**config.mk**
```make
export PLATFORM = sky130hd
export DESIGN_NAME = lsrc_front
export DESIGN_NICKNAME = d
export VERILOG_FILES = /design/src/rtl/core/lsrc_pkg.sv /design/src/rtl/core/lsrc_front.sv
export SDC_FILE = /design/constraint.sdc
export NUM_CORES = 2
export LEC_CHECK = 0
export BUFFER_PORTS_ARGS = -buffer_cell sky130_fd_sc_hd__clkbuf_2
export CAP_MARGIN = 0
export CORE_UTILIZATION = 45
export DETAILED_ROUTE_END_ITERATION = 8
export PLACE_DENSITY = 0.68
export SLEW_MARGIN = 20
export SYNTH_ARGS = -nofsm -noshare
export SYNTH_HDL_FRONTEND = slang
export SYNTH_SLANG_ARGS = --single-unit
```
**constraint.sdc**
```tcl
create_clock -name clk -period 7.1 [get_ports clk]
set_input_delay 0.355 -clock clk [delete_from_list [all_inputs] [get_ports clk]]
set_output_delay 0.355 -clock clk [all_outputs]
set_load 0.02 [all_outputs]
```
**src/rtl/core/lsrc_pkg.sv**
```systemverilog
// Shared types and constants for the line segment rectangle clipper.
// Holds coordinate widths, register codes and the structs passed between stages.
// No dependencies.
package lsrc_pkg;

	localparam int COORD_BITS = 12;
	localparam int DIFF_BITS  = COORD_BITS + 1;
	localparam int PROD_BITS  = 2 * COORD_BITS + 2;
	localparam int NUM_BITS   = 2 * COORD_BITS + 3;
	localparam int DIV_LAT    = COORD_BITS + 3;

	typedef logic signed [COORD_BITS-1:0] coord_t;
	typedef logic signed [DIFF_BITS-1:0]  diff_t;
	typedef logic signed [PROD_BITS-1:0]  prod_t;
	typedef logic signed [NUM_BITS-1:0]   num_t;

	typedef enum logic [1:0] {
		REG_LEFT   = 2'd0,
		REG_BOTTOM = 2'd1,
		REG_RIGHT  = 2'd2,
		REG_TOP    = 2'd3
	} cfg_reg_t;

	localparam coord_t RESET_LOW_EDGE  = coord_t'(40);
	localparam coord_t RESET_HIGH_EDGE = coord_t'(200);

	// Divider slots: x where the line meets the top and bottom edges,
	// y where it meets the right and left edges.
	localparam int DIV_XT = 0;
	localparam int DIV_XB = 1;
	localparam int DIV_YR = 2;
	localparam int DIV_YL = 3;

	typedef struct packed {
		coord_t left;
		coord_t bottom;
		coord_t right;
		coord_t top;
	} rect_t;

	typedef struct packed {
		logic   reject;
		coord_t sx;
		coord_t sy;
		coord_t ex;
		coord_t ey;
	} seg_t;

	typedef struct packed {
		num_t  num;
		diff_t den;
	} div_req_t;

	typedef struct packed {
		coord_t quo;
		logic   den_zero;
	} div_res_t;

endpackage

```
**src/rtl/core/lsrc_front.sv**
```systemverilog
// Front end of the clipper: trivial reject test, differences, products and numerators.
// Three pipeline stages; depends on lsrc_pkg.
module lsrc_front import lsrc_pkg::*; (
	input  logic                clk,
	input  logic                arst_n,
	input  logic                in_valid,
	input  coord_t              sx,
	input  coord_t              sy,
	input  coord_t              ex,
	input  coord_t              ey,
	input  rect_t               rect,
	output logic                out_valid,
	output seg_t                out_seg,
	output div_req_t [3:0]      out_req
);

	logic     reject;
	logic     valid_s1, valid_s2, valid_s3;
	seg_t     seg_s1, seg_s2, seg_s3;
	diff_t    dx_s1, dy_s1, dt_s1, db_s1, dr_s1, dl_s1;
	diff_t    dx_s2, dy_s2;
	prod_t    pxd_s2, pyd_s2, pt_s2, pb_s2, pr_s2, pl_s2;
	div_req_t [3:0] req_s3;

	always_comb begin
		reject = (sy > rect.top && ey > rect.top) ||
			(sx > rect.right && ex > rect.right) ||
			(sy < rect.bottom && ey < rect.bottom) ||
			(sx < rect.left && ex < rect.left);
	end

	always_ff @(posedge clk or negedge arst_n) begin
		if (!arst_n) begin
			valid_s1 <= 1'b0;
			valid_s2 <= 1'b0;
			valid_s3 <= 1'b0;
		end else begin
			valid_s1 <= in_valid;
			valid_s2 <= valid_s1;
			valid_s3 <= valid_s2;
		end
	end

	always_ff @(posedge clk) begin
		seg_s1 <= '{reject: reject, sx: sx, sy: sy, ex: ex, ey: ey};
		dx_s1  <= diff_t'(ex) - diff_t'(sx);
		dy_s1  <= diff_t'(ey) - diff_t'(sy);
		dt_s1  <= diff_t'(rect.top) - diff_t'(sy);
		db_s1  <= diff_t'(rect.bottom) - diff_t'(sy);
		dr_s1  <= diff_t'(rect.right) - diff_t'(sx);
		dl_s1  <= diff_t'(rect.left) - diff_t'(sx);

		seg_s2 <= seg_s1;
		dx_s2  <= dx_s1;
		dy_s2  <= dy_s1;
		pxd_s2 <= prod_t'(seg_s1.sx) * prod_t'(dy_s1);
		pyd_s2 <= prod_t'(seg_s1.sy) * prod_t'(dx_s1);
		pt_s2  <= prod_t'(dt_s1) * prod_t'(dx_s1);
		pb_s2  <= prod_t'(db_s1) * prod_t'(dx_s1);
		pr_s2  <= prod_t'(dr_s1) * prod_t'(dy_s1);
		pl_s2  <= prod_t'(dl_s1) * prod_t'(dy_s1);

		seg_s3 <= seg_s2;
		req_s3[DIV_XT] <= '{num: num_t'(pxd_s2) + num_t'(pt_s2), den: dy_s2};
		req_s3[DIV_XB] <= '{num: num_t'(pxd_s2) + num_t'(pb_s2), den: dy_s2};
		req_s3[DIV_YR] <= '{num: num_t'(pyd_s2) + num_t'(pr_s2), den: dx_s2};
		req_s3[DIV_YL] <= '{num: num_t'(pyd_s2) + num_t'(pl_s2), den: dx_s2};
	end

	assign out_valid = valid_s3;
	assign out_seg   = seg_s3;
	assign out_req   = req_s3;

endmodule

```
==> Word level (Yosys, flattened, before mapping) <==
Index checks and enable logic that the tools add are counted.
{ "op_classes": {"n_reduce_logical": 7, "addsub": 10, "n_lt_le_gt_ge": 8, "mul": 6} }
{ "ops": {"columns": ["op", "n"], "rows": [
  ["$add A25 B26 Y27", 4],
  ["$mul A13 B13 Y26", 4],
  ["$sub A12 B12 Y13", 6],
  ["$mul A12 B13 Y25", 2],
  ["$gt A12 B12 Y1", 4],
  ["$lt A12 B12 Y1", 4],
  ["$logic_and A1 B1 Y1", 4],
  ["$logic_or A1 B1 Y1", 3]
]} }
{ "totals": {"out_inout_bits": 210, "in_bits": 99, "register_bits": 542} }

==> Logic depth before layout (Yosys ltp) <==
{ "logic_depth": {"word_depth": 5, "mapped_depth": 25} }

==> Least setup slack after synthesis <==
Ideal clock, no wire load.
{ "synth_timing": {"path_type": "register -> register", "from": "register dx_s1[1]", "to": "register pt_s2[25]", "path_slack_ns": 1.152, "stages_incl_launch_ff": 21, "required_ns": 7.028, "arrival_time_ns": 5.876, "setup_ns": 0.072, "synth_period_minus_slack_ns": 5.948, "n_path_buf": 2, "cell_sequence": "dfxtp_1 clkbuf_1 clkbuf_1 nand2_1 fa_1 fa_1 inv_1 fa_1 fa_1 fa_1 ha_1 ha_1 o21a_1 o21ai_0 nor2_1 a211o_1 a2111oi_0 nor2_1 o21a_1 nor2_1 xnor2_1"} }
{ "synth_between": {"elab_chain_len": 1} }
{ "synth_rtl": {"columns": ["element", "line_no", "rtl"], "rows": [
  ["from (decl)", "lsrc_front.sv:20", "diff_t dx_s1, dy_s1, dt_s1, db_s1, dr_s1, dl_s1;"],
  ["from (signal assigned)", "lsrc_front.sv:46", "dx_s1 <= diff_t'(ex) - diff_t'(sx);"],
  ["$mul A13 B13 Y26", "lsrc_front.sv:58", "pt_s2 <= prod_t'(dt_s1) * prod_t'(dx_s1);"],
  ["to (signal assigned)", "lsrc_front.sv:58", null],
  ["to (decl)", "lsrc_front.sv:22", "prod_t pxd_s2, pyd_s2, pt_s2, pb_s2, pr_s2, pl_s2;"]
]} }
No other way between the ends.

==> Worst setup path in the final report <==
{ "layout_timing": {"from": "register dy_s1[5]", "to": "register pr_s2[24]"} }
{ "layout_between": {"elab_chain_len": 1} }
{ "layout_rtl": {"columns": ["element", "line_no", "rtl"], "rows": [
  ["from (decl)", "lsrc_front.sv:20", null],
  ["from (signal assigned)", "lsrc_front.sv:47", "dy_s1 <= diff_t'(ey) - diff_t'(sy);"],
  ["$mul A13 B13 Y26", "lsrc_front.sv:60", "pr_s2 <= prod_t'(dr_s1) * prod_t'(dy_s1);"],
  ["to (signal assigned)", "lsrc_front.sv:60", null],
  ["to (decl)", "lsrc_front.sv:22", null]
]} }
No other way between the ends.

==> run_results.csv <==
group,metric,value,unit
critical_path,cp_data_arrival_time,7.20,ns
yosys,synthTopCellsByCount,"inv_1 (1,157), fa_1 (954), nand2_1 (612)",
drt,drt_iter0_markers,2507,
critical_path,cp.buffers_inverters,1,
grt,first_global_vias,42300,
place,gp_congestion,0.897,
place,dp_hpwl,121,mm
critical_path,required,7.72,ns
sta,fmax,0.152,GHz
run,drv_cap,0,
drt,dr_total_vias,40400,
clocking,clkSinkCount,542,
final_layout,area_growth,11.0,%
place,post-place-cells,7722,
yosys,synth_edf_count,0,
floorplan,io_pins,309,
yosys,synth_top_area_share,33.6,%
final_layout,fillers,11300,
yosys,yosysWarnings,0,
drt,wire_per_inst,18.5,um
floorplan,rows,129,
final_layout,layout-drive-gt1-share,8.38,%
grt,grt.total_usage,23.6,%
critical_path,slowest_stage,"dfxtp_1",
critical_path,timing.critical_path.slowest_cell_delay,0.91,ns
floorplan,die_w,357,um
floorplan,start_util,45.6,%
sta,hold_viol_final,0,
critical_path,worstSetupEndpointType,"register",
run_status,status,"finished, final reports clean",
critical_path,crit_type,"register to register",
floorplan,die_area,128000,sq um
critical_path,startpoint_type,"register",
yosys,synth_nets,7570,
drt,via_per_inst,5.11,
yosys,ys_seq_elements,542,
clocking,cts_made_buffers,68,
clocking,clockBufferDepth,3,
critical_path,path_max_fanout,19,
critical_path,cp_cell_sequence,"nand2_1 > fa_1 > fa_1 > inv_1 > fa_1 > fa_1 > fa_1 > fa_1 > ha_1 > or4_1 > o21ai_0 > a211oi_1 > o21a_1 > a2111oi_2 > o31ai_1 > o41ai_1 > xnor2_1",
clocking,ctsResizeCount,0,
floorplan,coreArea,124000,sq um
sta,rsz0062_at_grt,"false",
min_path,worst_hold_path_type,"input pin to register",
yosys,synth_async_sr_flop_share,0.554,%
clocking,cts_tree,"built",
final_layout,final_net_count,7861,
drt,wl,146,mm
yosys,synth_flop_cell,"dfxtp_1",
clocking,cts_root_buf,"clkbuf_16",
sta,tns,0,ns
drt,antenna_left,0,
sta,slew_headroom,32.8,%
sta,tightest_slew,1.01,ns
grt,grt_pass1_wl,231,mm
place,io_buffer_count,308,
final_layout,fin_util,50.6,%
sta,fin_skew,0.0456,ns
critical_path,cp_common_cell,"fa_1",
floorplan,die_h,357,um
drt,dr.pass1.iters,5,
critical_path,critical-path-top-delay-family,"adder cells",
yosys,seq_area_frac_synth,19.1,%
sta,setup-violations-final,0,
yosys,synth_area_leaders,"fa_1 (34%), dfxtp_1 (19%), ha_1 (13%), inv_1 (7.6%), and2_1 (4.5%)",
grt,grt_overflow,0,
drt,drcViolationCount,0,
yosys,ys_types,81,
sta,fin_crit_sh,92.7,%
grt,grt_start_max_net_pins,39,
yosys,syn_area_per_cell,9.60,sq um
yosys,yosys.area.top_type,"fa_1",
clocking,htree_levels,3,
clocking,path_clk_slew,0.07,ns
sta,drv_slew,0,
clocking,clk_latency,0.71,ns
final_layout,fin_cells,7904,
yosys,synthCells,5917,
grt,grt_antenna_before_repair,9,
yosys,yosysMostFrequentCell,"inv_1",
sta,period_needed,6.58,ns
yosys,netlist_area,56800,sq um
[sequential cells by signal, summed over array words and instances, names as in the netlist, 25 cells and up]
register,flops
pl_s2,26
pxd_s2,25
out_req,134
seg_s1,49
pyd_s2,25
pr_s2,26
pb_s2,26
out_seg,49
seg_s2,49
pt_s2,26
[area by class of cell]
cell class,instances,area (sq um),area share (%)
multi-input cells,4010,40700,64.6
repair buffers,427,2570,4.07
flip-flops and latches,542,10900,17.2
clock inverters,44,619,0.983
diodes,3,7.51,0.0119
clock buffers,82,1850,2.94
well taps,1637,2050,3.25
inverters,1159,4350,6.90
[placed cells by master (no fill, tap or decap), types with 78 or more instances in the layout]
cell type and n:
inv_1 1157, fa_1 954, nand2_1 612, ha_1 600, dfxtp_1 539, and2_1 406
clkbuf_2 308, nor2_1 244, xnor2_1 220, a21oi_1 163, o21ai_0 129, a21o_1 78
[path summary, 6_finish.rpt]
path                            start     endpoint  slack (ns)  cells past startpoint
max                          dy_s1[5]    pr_s2[24]        0.52                     17
min                          rect[33]     db_s1[9]        0.07                      3
max reg2reg                  dy_s1[5]    pr_s2[24]        0.52                     17
min reg2reg                seg_s2[45]  out_seg[45]        0.32                      0
max in group asynchronous      arst_n     valid_s1        6.42                      3
min in group asynchronous      arst_n    out_valid        0.54                      3
[timing repair]
action                                 CTS  global route
endpoints found under the hold margin   54             0
buffers inserted                         0             0
hold buffers                            53             0
[per-layer routing]
metal | vias up | GRT usage [%] | part of all wire [%]
li1 | 18800 | - | -
met1 | 20100 | 31.4 | 44
met2 | 1219 | 36.4 | 44
met3 | 255 | 5.41 | 7.5
met4 | 4 | 10.9 | 4.8
met5 | - | 0 | 0.021
[per-stage QoR]
step                      area, sq um  setup WS [ns]  hold WS [ns]
after detailed placement        60000          0.587         0.155
after global placement          60000          0.732         0.152
final                           63000          0.517        0.0677
after CTS                       63000          0.539        0.0215
after global routing            63000          0.208        0.0722
after floorplan                 56800           1.15        0.0594
[worst min-delay path, delay by kind of cell]
family / cells / cell delay (ns)
fa+ha+maj: 1 / 0.17
buf+inv: 1 / 0.10
xor+xnor: 1 / 0.08
[logic make-up after synthesis]
| kind of cell | count (synthesis) | share of synthesized area (%) |
|---|---|---|
| AOI/OAI and AO/OA | 640 | 7.48 |
| buffers and inverters | 1365 | 9.19 |
| and+or+nand+nor | 1544 | 13.1 |
| DFF | 542 | 19.1 |
| xor gates and xnor gates | 269 | 4.15 |
| adders and majority gates | 1554 | 46.9 |
| muxes | 3 | 0.0595 |
Power is not shown: default switching activity piles up to over one toggle a cycle in this logic, so the estimate is an artifact.
