**config.mk**
```make
export PLATFORM = sky130hd
export DESIGN_NAME = lsrc_div
export DESIGN_NICKNAME = d
export VERILOG_FILES = /design/src/rtl/core/lsrc_pkg.sv /design/src/rtl/core/lsrc_div.sv
export SDC_FILE = /design/constraint.sdc
export NUM_CORES = 1
export LEC_CHECK = 0
export CAP_MARGIN = 0
export CORE_UTILIZATION = 40
export CTS_CLUSTER_DIAMETER = 200
export DETAILED_ROUTE_END_ITERATION = 12
export DONT_BUFFER_PORTS = 1
export GPL_ROUTABILITY_DRIVEN = 0
export GPL_TIMING_DRIVEN = 0
export PLACE_DENSITY = 0.57
export SLEW_MARGIN = 5
export SYNTH_ARGS = -nofsm -noshare
export SYNTH_HDL_FRONTEND = slang
export SYNTH_SLANG_ARGS = --single-unit
```
**constraint.sdc**
```tcl
create_clock -name clk -period 3 [get_ports clk]
set_input_delay 0.9 -clock clk [delete_from_list [all_inputs] [get_ports clk]]
set_output_delay 0.9 -clock clk [all_outputs]
set_load 0.1 [all_outputs]
```
**src/rtl/core/lsrc_pkg.sv**
```systemverilog
// Shared types and constants for the line segment rectangle clipper.
// Holds coordinate widths, register codes and the structs passed between stages.
// No dependencies.
package lsrc_pkg;

	localparam int COORD_BITS = 12;
	localparam int DIFF_BITS  = COORD_BITS + 1;
	localparam int PROD_BITS  = 2 * COORD_BITS + 2;
	localparam int NUM_BITS   = 2 * COORD_BITS + 3;
	localparam int DIV_LAT    = COORD_BITS + 3;

	typedef logic signed [COORD_BITS-1:0] coord_t;
	typedef logic signed [DIFF_BITS-1:0]  diff_t;
	typedef logic signed [PROD_BITS-1:0]  prod_t;
	typedef logic signed [NUM_BITS-1:0]   num_t;

	typedef enum logic [1:0] {
		REG_LEFT   = 2'd0,
		REG_BOTTOM = 2'd1,
		REG_RIGHT  = 2'd2,
		REG_TOP    = 2'd3
	} cfg_reg_t;

	localparam coord_t RESET_LOW_EDGE  = coord_t'(40);
	localparam coord_t RESET_HIGH_EDGE = coord_t'(200);

	// Divider slots: x where the line meets the top and bottom edges,
	// y where it meets the right and left edges.
	localparam int DIV_XT = 0;
	localparam int DIV_XB = 1;
	localparam int DIV_YR = 2;
	localparam int DIV_YL = 3;

	typedef struct packed {
		coord_t left;
		coord_t bottom;
		coord_t right;
		coord_t top;
	} rect_t;

	typedef struct packed {
		logic   reject;
		coord_t sx;
		coord_t sy;
		coord_t ex;
		coord_t ey;
	} seg_t;

	typedef struct packed {
		num_t  num;
		diff_t den;
	} div_req_t;

	typedef struct packed {
		coord_t quo;
		logic   den_zero;
	} div_res_t;

endpackage

```
**src/rtl/core/lsrc_div.sv**
```systemverilog
// Pipelined signed divider, one quotient bit per stage, truncating toward zero and
// saturating to the coordinate range; depends on lsrc_pkg.
module lsrc_div import lsrc_pkg::*; (
	input  logic     clk,
	input  div_req_t req,
	output div_res_t res
);

	typedef struct packed {
		logic [NUM_BITS-1:0]   rem;
		logic [DIFF_BITS-1:0]  den;
		logic [COORD_BITS-1:0] quo;
		logic                  neg;
		logic                  zero;
		logic                  ovf;
	} dstep_t;

	localparam logic [COORD_BITS-1:0] POS_LIMIT = {1'b0, {(COORD_BITS-1){1'b1}}};
	localparam logic [COORD_BITS-1:0] NEG_LIMIT = {1'b1, {(COORD_BITS-1){1'b0}}};

	logic [NUM_BITS-1:0]  mag_num_s1;
	logic [DIFF_BITS-1:0] mag_den_s1;
	logic                 neg_s1, zero_s1;
	dstep_t               step_s [COORD_BITS+1];
	dstep_t               step_nxt [COORD_BITS];
	logic [NUM_BITS-1:0]  shifted [COORD_BITS];
	div_res_t             res_s;
	coord_t               quo_fin;

	always_ff @(posedge clk) begin
		mag_num_s1 <= req.num[NUM_BITS-1] ? NUM_BITS'(-req.num) : NUM_BITS'(req.num);
		mag_den_s1 <= req.den[DIFF_BITS-1] ? DIFF_BITS'(-req.den) : DIFF_BITS'(req.den);
		neg_s1     <= req.num[NUM_BITS-1] ^ req.den[DIFF_BITS-1];
		zero_s1    <= (req.den == '0);
	end

	// Each stage tries one quotient bit, from the most significant down.
	always_comb begin
		for (int k = 0; k < COORD_BITS; k++) begin
			shifted[k]  = NUM_BITS'(step_s[k].den) << (COORD_BITS - 1 - k);
			step_nxt[k] = step_s[k];
			if (step_s[k].rem >= shifted[k]) begin
				step_nxt[k].rem                 = step_s[k].rem - shifted[k];
				step_nxt[k].quo[COORD_BITS-1-k] = 1'b1;
			end
		end
	end

	// A quotient of 2^COORD_BITS or more saturates whatever its sign.
	always_ff @(posedge clk) begin
		step_s[0] <= '{rem: mag_num_s1, den: mag_den_s1, quo: '0, neg: neg_s1,
			zero: zero_s1,
			ovf: (mag_num_s1 >= (NUM_BITS'(mag_den_s1) << COORD_BITS))};
		for (int k = 0; k < COORD_BITS; k++) begin
			step_s[k+1] <= step_nxt[k];
		end
	end

	always_comb begin
		priority if (step_s[COORD_BITS].ovf) begin
			quo_fin = step_s[COORD_BITS].neg ? coord_t'(NEG_LIMIT) : coord_t'(POS_LIMIT);
		end else if (!step_s[COORD_BITS].neg) begin
			quo_fin = (step_s[COORD_BITS].quo > POS_LIMIT) ? coord_t'(POS_LIMIT) :
				coord_t'(step_s[COORD_BITS].quo);
		end else begin
			quo_fin = (step_s[COORD_BITS].quo > NEG_LIMIT) ? coord_t'(NEG_LIMIT) :
				coord_t'(-step_s[COORD_BITS].quo);
		end
	end

	always_ff @(posedge clk) begin
		res_s <= '{quo: quo_fin, den_zero: step_s[COORD_BITS].zero};
	end

	assign res = res_s;

endmodule

```
# ---- Yosys cells after proc, flatten, opt, wreduce, memory -nomap -nowiden
# Memories as Yosys holds them, arrays and structs flattened.
# Index checks and enable logic that the tools add are counted.
dict set report word_totals {
  memories 1
  in_bits 41
  reg_bits 55
  out_inout_bits 13
  mem_bits_rw 715
  word_cells 72
}
dict set report op_classes {
  order_cmp 15
  reduce_logical 1
  mux 31
  bitwise_logic 1
  add_sub_neg 15
}
# name words word_bits read_ports rd_ports_with_merged_regs wr line_no
set mem_list {}
lappend mem_list {step_s 13 55 13 0 13 lsrc_div.sv:24} ;# dstep_t step_s [COORD_BITS+1];
# cell n
set op_table {}
lappend op_table {{27-bit 2-to-1 mux} 12}
lappend op_table {{12-bit 2-to-1 mux} 6}
lappend op_table {{27-bit by 13-bit >= comparator with 1-bit output} 1}
lappend op_table {{27-bit by 14-bit >= comparator with 1-bit output} 1}
lappend op_table {{27-bit by 15-bit >= comparator with 1-bit output} 1}
lappend op_table {{27-bit by 16-bit >= comparator with 1-bit output} 1}
lappend op_table {{27-bit by 17-bit >= comparator with 1-bit output} 1}
lappend op_table {{27-bit by 18-bit >= comparator with 1-bit output} 1}
lappend op_table {{27-bit by 19-bit >= comparator with 1-bit output} 1}
lappend op_table {{27-bit by 20-bit >= comparator with 1-bit output} 1}
lappend op_table {{27-bit by 21-bit >= comparator with 1-bit output} 1}
lappend op_table {{27-bit by 22-bit >= comparator with 1-bit output} 1}
lappend op_table {{27-bit by 23-bit >= comparator with 1-bit output} 1}
lappend op_table {{27-bit by 24-bit >= comparator with 1-bit output} 1}
lappend op_table {{27-bit by 25-bit >= comparator with 1-bit output} 1}
lappend op_table {{27-bit negator} 1}
lappend op_table {{27-bit by 13-bit subtractor with 27-bit output} 1}
lappend op_table {{27-bit by 14-bit subtractor with 27-bit output} 1}
lappend op_table {{27-bit by 15-bit subtractor with 27-bit output} 1}
lappend op_table {{27-bit by 16-bit subtractor with 27-bit output} 1}
lappend op_table {{27-bit by 17-bit subtractor with 27-bit output} 1}
lappend op_table {{27-bit by 18-bit subtractor with 27-bit output} 1}
lappend op_table {{27-bit by 19-bit subtractor with 27-bit output} 1}
lappend op_table {{27-bit by 20-bit subtractor with 27-bit output} 1}
lappend op_table {{12 further kinds} 23}

# ---- Depth between registers and ports, before layout
# Gate-level depths: netlist of run 1.
# An unclocked memory read counts as a cell.
dict set report logic_depth {
  ltp_word 5
  ltp_mapped 14
  mapped_depth_nobuf 13
}

# ---- Least setup slack after synthesis of run 1
# Ideal clock, no wire load.
dict set report synth_path {
  path_kind {reg2reg}
  from {mem step_s[1][31] in the netlist's numbering}
  to {mem step_s[1][94] in the netlist's numbering}
  t_required_ps 2879
  stages_incl_launch_ff 13
  n_path_buf 2
  setup_slack_ps 202
  synth_period_minus_slack_ps 2798
  arrival_ps 2677
  setup_time_ps 121
  cell_sequence {dfxtp_1 -> inv_1 -> ha_1 -> inv_1 -> fa_1 -> a211oi_1 -> o21ai_0 -> o221ai_1 -> o2111ai_1 -> or3_1 -> clkbuf_1 -> clkbuf_1 -> mux2_2}
}
# element line_no
set synth_lines {}
lappend synth_lines {{start: declaration} lsrc_div.sv:24}

==> results.md, run 1 <==
- Synth top area share: 50.73%
- Leakage: 12.44 nW
- Final setup violation count: 0
- Clk_lat worst skew: 0.64 ns
- Post-CTS Hold Buffers: 0
- Top cells by area, synth: dfxtp_1, ha_1, xnor2_1, inv_1, xor2_1
- N_diodes: 0
- WP data required: approximately 3.5 ns
- Clk root buf: clkbuf_16
- Final Skew: 0.02667 ns
- GRT Total Usage: around 17%
- Distinct cell type count after synthesis: 80
- Die height: around 260 microns
- Area growth, synth to finish: 13.83%
- Worst-Margin Slew: 1.015 ns
- Met3 usage: 2.575%
- Hold Path Stages: 0
- Dpl ws: -0.8484 ns
- Worst-case reg-to-reg path depth: 10
- Clk buf depth: 3
- Drt pass-1 iters: 5
- Power Density: about 1100 nW/um^2
- Most used routing layer in global routing: met2
- Yosys top cell by area: dfxtp_1
- Die area: 65340 sq um
- First-pass GRT wire length: 92660 microns
- Post-synth EDFFs: 0
- Antenna viol nets, final: 0
- Syn Inst Count: 2565
- Residual DRC: 0
- Outcome: complete, no violations
- Top-count cell post-synth: dfxtp_1
- Cells along the critical path: inv_1, ha_1, and3_1, o21ai_0, a31oi_2, o2111ai_1, o211a_1, clkbuf_2, nor4_1, xor2_1
- Routed Wire Length: 57550 microns
- TritonCTS sink count: 652
- Met1 global-route usage: 21.88%
- Initial DRC Count: roughly 1200
- Routed wire per std cell: approximately 16 microns
- Die X-Extent: roughly 260 microns
- Total core area: around 63000 sq um
- Number of H-tree levels: 2
- Total power draw: 32.15 mW
- Syn_area_per_cell: ~10 sq um
- Slew margin rel.: around a third
- RSZ-0062 raised after global routing: true
- CP Max Fanout: 10
- Final min period: 2.903 ns
- Startpoint types: flip-flop
- Vias: around 18000
- CP Capture Type: flip-flop
- Levels on crit path: 10
- Async SR Flop Fraction: 0%
- Layout cell share with drive strength beyond 1: 9.023%
- YS warnings: 0
- CP top delay family: compound AO/OA/AOI/OAI gates
- CTS clk-pin slew, worst paths: around 0.060 ns
- Vias per inst: between 5 and 6
- Number of buffers and inverters on the critical path: 2
- Dpl hpwl: 44250 microns
- Worst EP arrival: 3.44 ns
- Fill cells: 5845
- Sequential share of the synthesized area: 50.73%
- Total grt overflow: 0
- Initial antenna violation count: 0
- Top FF cell, synth: dfxtp_1
- Highest Clock Rate: about 340 MHz
- Mapped cell area: 25730 sq um
- Post-route setup slack: around 0.1 ns
- Cell Rows: 92
- I/O pin count: 54
- Max Slew Vio Count: 0
- Endpoints failing hold: 0
- Clock buffer count from CTS: 60
- Post-synth top cells: dfxtp_1, inv_1, ha_1, nor2_1, nand2_1
- Initial Util: 40.64%
- Largest net degree at the start of global routing: 18
- MaxCap Viol Count: 0
- Nets: between 2000 and 3000
- Met2 Resource Use GR: 29.57%
- Worst vdd ir: 0.5291 mV
- #FFs+latches synth: roughly 650
- Post-Syn Nets: 2789
- Kind of critical path: flip-flop to flip-flop
- Worst min path class: input pin to flip-flop
- Util after Layout: 46.26%
- Vias in the first global route: 18070
- Port bufs: 0
- CTS tree: built
- Final period util: 96.75%
- Crit-path slowest cell: dfxtp_1
- Worst path max stage delay: approximately 0.46 ns
## path summary, 6_finish.rpt
path                                startpoint              to  slack [ns]
worst max-delay path            step_s[0][293]  step_s[0][380]         0.1
worst min-delay path                    req[0]   mag_den_s1[0]        0.28
worst max register to register  step_s[0][293]  step_s[0][380]         0.1
worst min register to register  step_s[0][343]  step_s[0][398]        0.32
## power breakdown
group          internal (mW)  switching (mW)
clock                   4.83            3.25
sequential              10.9            1.73
combinational           5.22            6.19
total                   21.0            11.2
## worst register-to-register path: cells and delay by family, from the launching register on
family | cells | cell delay, ns
fa+ha+maj | 1 | 0.37
simple gates | 2 | 0.54
flops | 1 | 0.46
xor+xnor | 1 | 0.19
buf+inv | 2 | 0.29
compound gates | 4 | 0.97
## stage by stage
step           cell area [sq um]  instances  hold WS [ns]  TNS [ns]
6_report                   29290       3528        0.2846         0
5_1_grt                    29290       3528        0.2489  -0.07671
4_1_cts                    29070       3520        0.2435         0
3_5_place_dp               26790       3411        0.3121    -33.62
3_3_place_gp               26790       3411        0.3097    -29.19
2_1_floorplan              25730       2565        0.3096         0
## metal layers
metal	wire [microns]	up-vias
met4	2083	0
met5	0	-
met2	27120	395
met1	26060	8468
met3	2276	112
li1	-	9102
## registers in the layout, indices dropped and copies added (netlist names)
register,flops
step_s,597
mag_num_s1,27
mag_den_s1,13
res,13
neg_s1,1
zero_s1,1
## area by class of cell
| class | instances | area [sq um] | share of cell area (%) |
|---|---|---|---|
| multi-input cells | 1656 | 11920 | 40.70 |
| repair buffers | 13 | 97.59 | 0.3332 |
| well taps | 846 | 1059 | 3.614 |
| clock inverters | 19 | 351.6 | 1.201 |
| inverters | 211 | 795.8 | 2.717 |
| plain buffers | 40 | 209.0 | 0.7135 |
| clock buffers | 91 | 1798 | 6.139 |
| flip-flops and latches | 652 | 13060 | 44.58 |
## repair_timing
| item | in CTS | in global routing |
|---|---|---|
| buffers inserted | 4 | 9 |
| gates resized for setup | 34 | 77 |
| endpoints found under the setup margin | 137 | 158 |
| pin swaps | 2 | 6 |
## cell usage in the layout, fill, tap and decap left out, types with 10 or more instances in the layout
master     Yosys  routed
nor4_1        37      31
clkbuf_8       0      18
o31ai_1       31      28
or3_1         20      19
a31oi_1       13      11
nand3_1       32      32
nand2b_1      37      36
nor3b_1       10      10
o31a_1        12      12
o211ai_1      15      15
nand4b_1      12      12
nor2_1       167     167
ha_1         172     171
xnor2_1      123     123
o21ai_0      126     119
a21oi_1      147     146
nand2_1      161     161
nor2b_1       34      34
clkbuf_2       0      12
a21o_1        50      50
buf_4          1      18
nor3_1        54      54
nand4_1       29      29
o21a_1        27      27
clkbuf_1      41      27
a211oi_1      23      21
clkbuf_16      0      60
xor2_1        85      85
or2_2         10      10
mux2_2        33      33
or4_1         26      25
o22ai_1       13      11
dfxtp_1      652     649
mux2i_1       10      10
inv_1        210     208
## cell families (layout without fill, tap and decap cells)
| logic type | count (synthesis) | count (layout) | share of synthesized area (%) |
|---|---|---|---|
| AOI/OAI and AO/OA | 531 | 531 | 13.25 |
| xor gates and xnor gates | 208 | 208 | 7.081 |
| adders and majority gates | 183 | 183 | 9.221 |
| buffers and inverters | 257 | 374 | 3.798 |
| DFF | 652 | 652 | 50.73 |
| muxes | 43 | 43 | 1.834 |
| and+or+nand+nor | 691 | 691 | 14.08 |
Note: power is estimated with default switching activity, not from simulation.
==> run 2: changes to the inputs <==
- SETUP_SLACK_MARGIN: unset -> 0.1
==> run 2 against run 1 <==
Die area is the same. Clock skew is essentially flat. Sequential share of layout area shrank 0.57 points. Highest routed layer is now met5. First-iteration DRC count shrank 0.16%. Global-route usage grew 0.060 points. Clock-buffer cell count is the same. Total power grew 0.98%. Register-to-register slack gained 0.05 ns. Critical path depth grew 1. Non-clock buffer count grew 19.
==> results.md, run 2 (synthesis gave the netlist of run 1 again) <==
- MaxCap Viol Count: 0 (unchanged)
- FF-to-FF End: step_s[1][94]
- Clk root buf: clkbuf_16
- Die area: 65340 sq um (unchanged)
- GRT Total Usage: 17.41% (+0.060 points)
- CTS tree: built
- Highest Clock Rate: 350.8 MHz (+1.8%)
- Final setup violation count: 0 (unchanged)
- Final hold slack: 0.2830 ns (-0.001692 ns)
- Worst-Margin Slew: 1.015 ns (-0.00001544 ns)
- Layout cell share with drive strength beyond 1: 11.03% (+2.0 points)
- Initial Util: 40.64% (unchanged)
- Leakage: 12.56 nW (+0.93%)
- WP data required: 3.52 ns (-0.02 ns)
- Most frequent cells in the layout: dfxtp_1, inv_1, nor2_1, ha_1, nand2_1
- Die height: 255.6 microns (unchanged)
- TritonCTS sink count: 652 (unchanged)
- Most common cell after layout, fill and taps aside: dfxtp_1
- Clk buf depth: 3 (unchanged)
- Most flops, register: step_s
- Routed Wire Length: 58330 microns (+1.4%)
- Post-CTS Hold Buffers: 0 (unchanged)
- CP Max Fanout: 7 (-3)
- Vias in the first global route: 18150 (+0.48%)
- Slew margin rel.: 32.26% (about the same)
- Startpoint types: flip-flop
- Outcome: complete, no violations
- Residual DRC: 0 (unchanged)
- Routed wire per std cell: 16.44 microns (+0.82%)
- Max reg flops: 597 (unchanged)
- Post-route setup slack: 0.1492 ns (+0.05179 ns)
- Port bufs: 0 (unchanged)
- Dpl ws: -0.8484 ns (unchanged)
- Kind of critical path: flip-flop to flip-flop
- Endpoints failing hold: 0 (unchanged)
- Hold worst-path end: mag_den_s1[0]
- Clock buffer count from CTS: 60 (unchanged)
- Final period util: 95.03% (-1.7 points)
- R2r setup slk: 0.15 ns (+0.05 ns)
- Util after Layout: 46.88% (+0.62 points)
- I/O pin count: 54 (unchanged)
- CP Capture Type: flip-flop
- Worst Hold Launch: req[0]
- Worst-case reg-to-reg path depth: 11 (+1)
- Final Skew: 0.02649 ns (-0.0001878 ns)
- First-pass GRT wire length: 92940 microns (+0.30%)
- Clk_lat worst skew: 0.64 ns (about the same)
- Vias: 18280 (+1.1%)
- Worst vdd ir: 0.5311 mV (+0.37%)
- Worst min path class: input pin to flip-flop
- Total grt overflow: 0 (unchanged)
- Fill cells: 5809 (-0.62%)
- Antenna viol nets, final: 0 (unchanged)
- Max Slew Vio Count: 0 (unchanged)
- Hold Path Stages: 0 (unchanged)
- RSZ-0062 raised after global routing: true
- Final min period: 2.851 ns (-0.05179 ns)
- Area growth, synth to finish: 15.36%
- Reg2reg start: step_s[1][31]
- Initial antenna violation count: 1 (+1)
- Drt pass-1 iters: 6 (+1)
- Power Density: 1094 nW/um^2 (-0.36%)
- Largest regs: step_s: 597 flops, mag_num_s1: 27 flops
- N_diodes: 0 (unchanged)
- Initial DRC Count: 1240 (-0.16%)
- Cell Rows: 92 (unchanged)
- Nets: 2877 (+0.66%)
- Number of H-tree levels: 2 (unchanged)
- Vias per inst: 5.153 (+0.56%)
- Dpl hpwl: 44250 microns (unchanged)
- CTS clk-pin slew, worst paths: 0.07 ns (about the same)
- Largest net degree at the start of global routing: 18 (unchanged)
- Die X-Extent: 255.6 microns (unchanged)
- Worst EP arrival: 3.37 ns (-0.07 ns)
- Total core area: 63310 sq um (unchanged)
==> run 2: changes by cell type in the layout (fill, tap and decap cells not counted), moves of 5 or more <==
| cell | change |
|---|---|
| buf_4 | +15 |
| dfxtp_1 | -5 |
| ha_1 | -5 |
| dfxtp_2 | +5 |
==> run 2: final cells by class <==
cell class,count,area (sq um),area share (%)
timing repair buffer,29,232.7,0.7841
inverter,211,795.8,2.681
tap,846,1059,3.566
clock inverter,19,351.6,1.185
sequential,652,13060,44.01
clock buffer,91,1798,6.058
multi-input combinational,1656,12130,40.86
buffer,43,252.7,0.8516
==> run 2: repair_timing <==
action | in CTS | in global routing
endpoints found under the hold margin | 0 | 0
resized for setup | 69 | 99
setup buffers | 6 | 21
endpoints found under the setup margin | 181 | 166
pin swaps | 8 | 20
gates cloned | 0 | 2
==> run 2: per-layer routing <==
metal  part of all wire (%)  vias to the layer above  global-route usage (%)  wire length, microns
met5                  0.022                        -                       0                    13
met4                    4.1                        2                   7.635                  2376
met3                    4.7                      135                   2.604                  2741
met2                     47                      432                   29.48                 27410
met1                     44                     8572                   21.93                 25790
li1                       -                     9135                       -                     -
==> run 2: worst max-delay path by stage <==
stage                        start              to  cells after the start
finish               step_s[1][31]   step_s[1][94]                     11
CTS                 step_s[0][405]   step_s[1][54]                      9
detailed placement   step_s[1][71]  step_s[1][149]                     11
global placement     step_s[1][71]  step_s[1][150]                     11
global route         step_s[1][31]   step_s[1][94]                     11
floorplan            step_s[1][31]   step_s[1][94]                     12
==> run 2: through the flow <==
step                      instances  TNS (ns)  area, sq um  power [mW]
final                          3547         0        29680       32.47
after global routing           3547         0        29680       34.66
after CTS                      3525         0        29190       32.21
after detailed placement       3411    -33.62        26790       23.79
after global placement         3411    -29.19        26790       23.49
after floorplan                2565         0        25730       21.03
==> run 2: power by group <==
group          total (mW)  internal, mW  switching [mW]
sequential           12.7          10.9            1.75
combinational        11.7          5.39            6.31
clock                8.08          4.83            3.25
==> run 2: critical path, cell delays in order, from the launching register on <==
cell       delay [ns]
dfxtp_2          0.33
inv_2            0.06
ha_4             0.12
inv_2            0.04
fa_2             0.41
a211oi_2         0.27
o21ai_2          0.12
o221ai_2         0.25
o2111ai_2        0.18
or3_4            0.50
buf_8            0.17
mux2_2           0.26
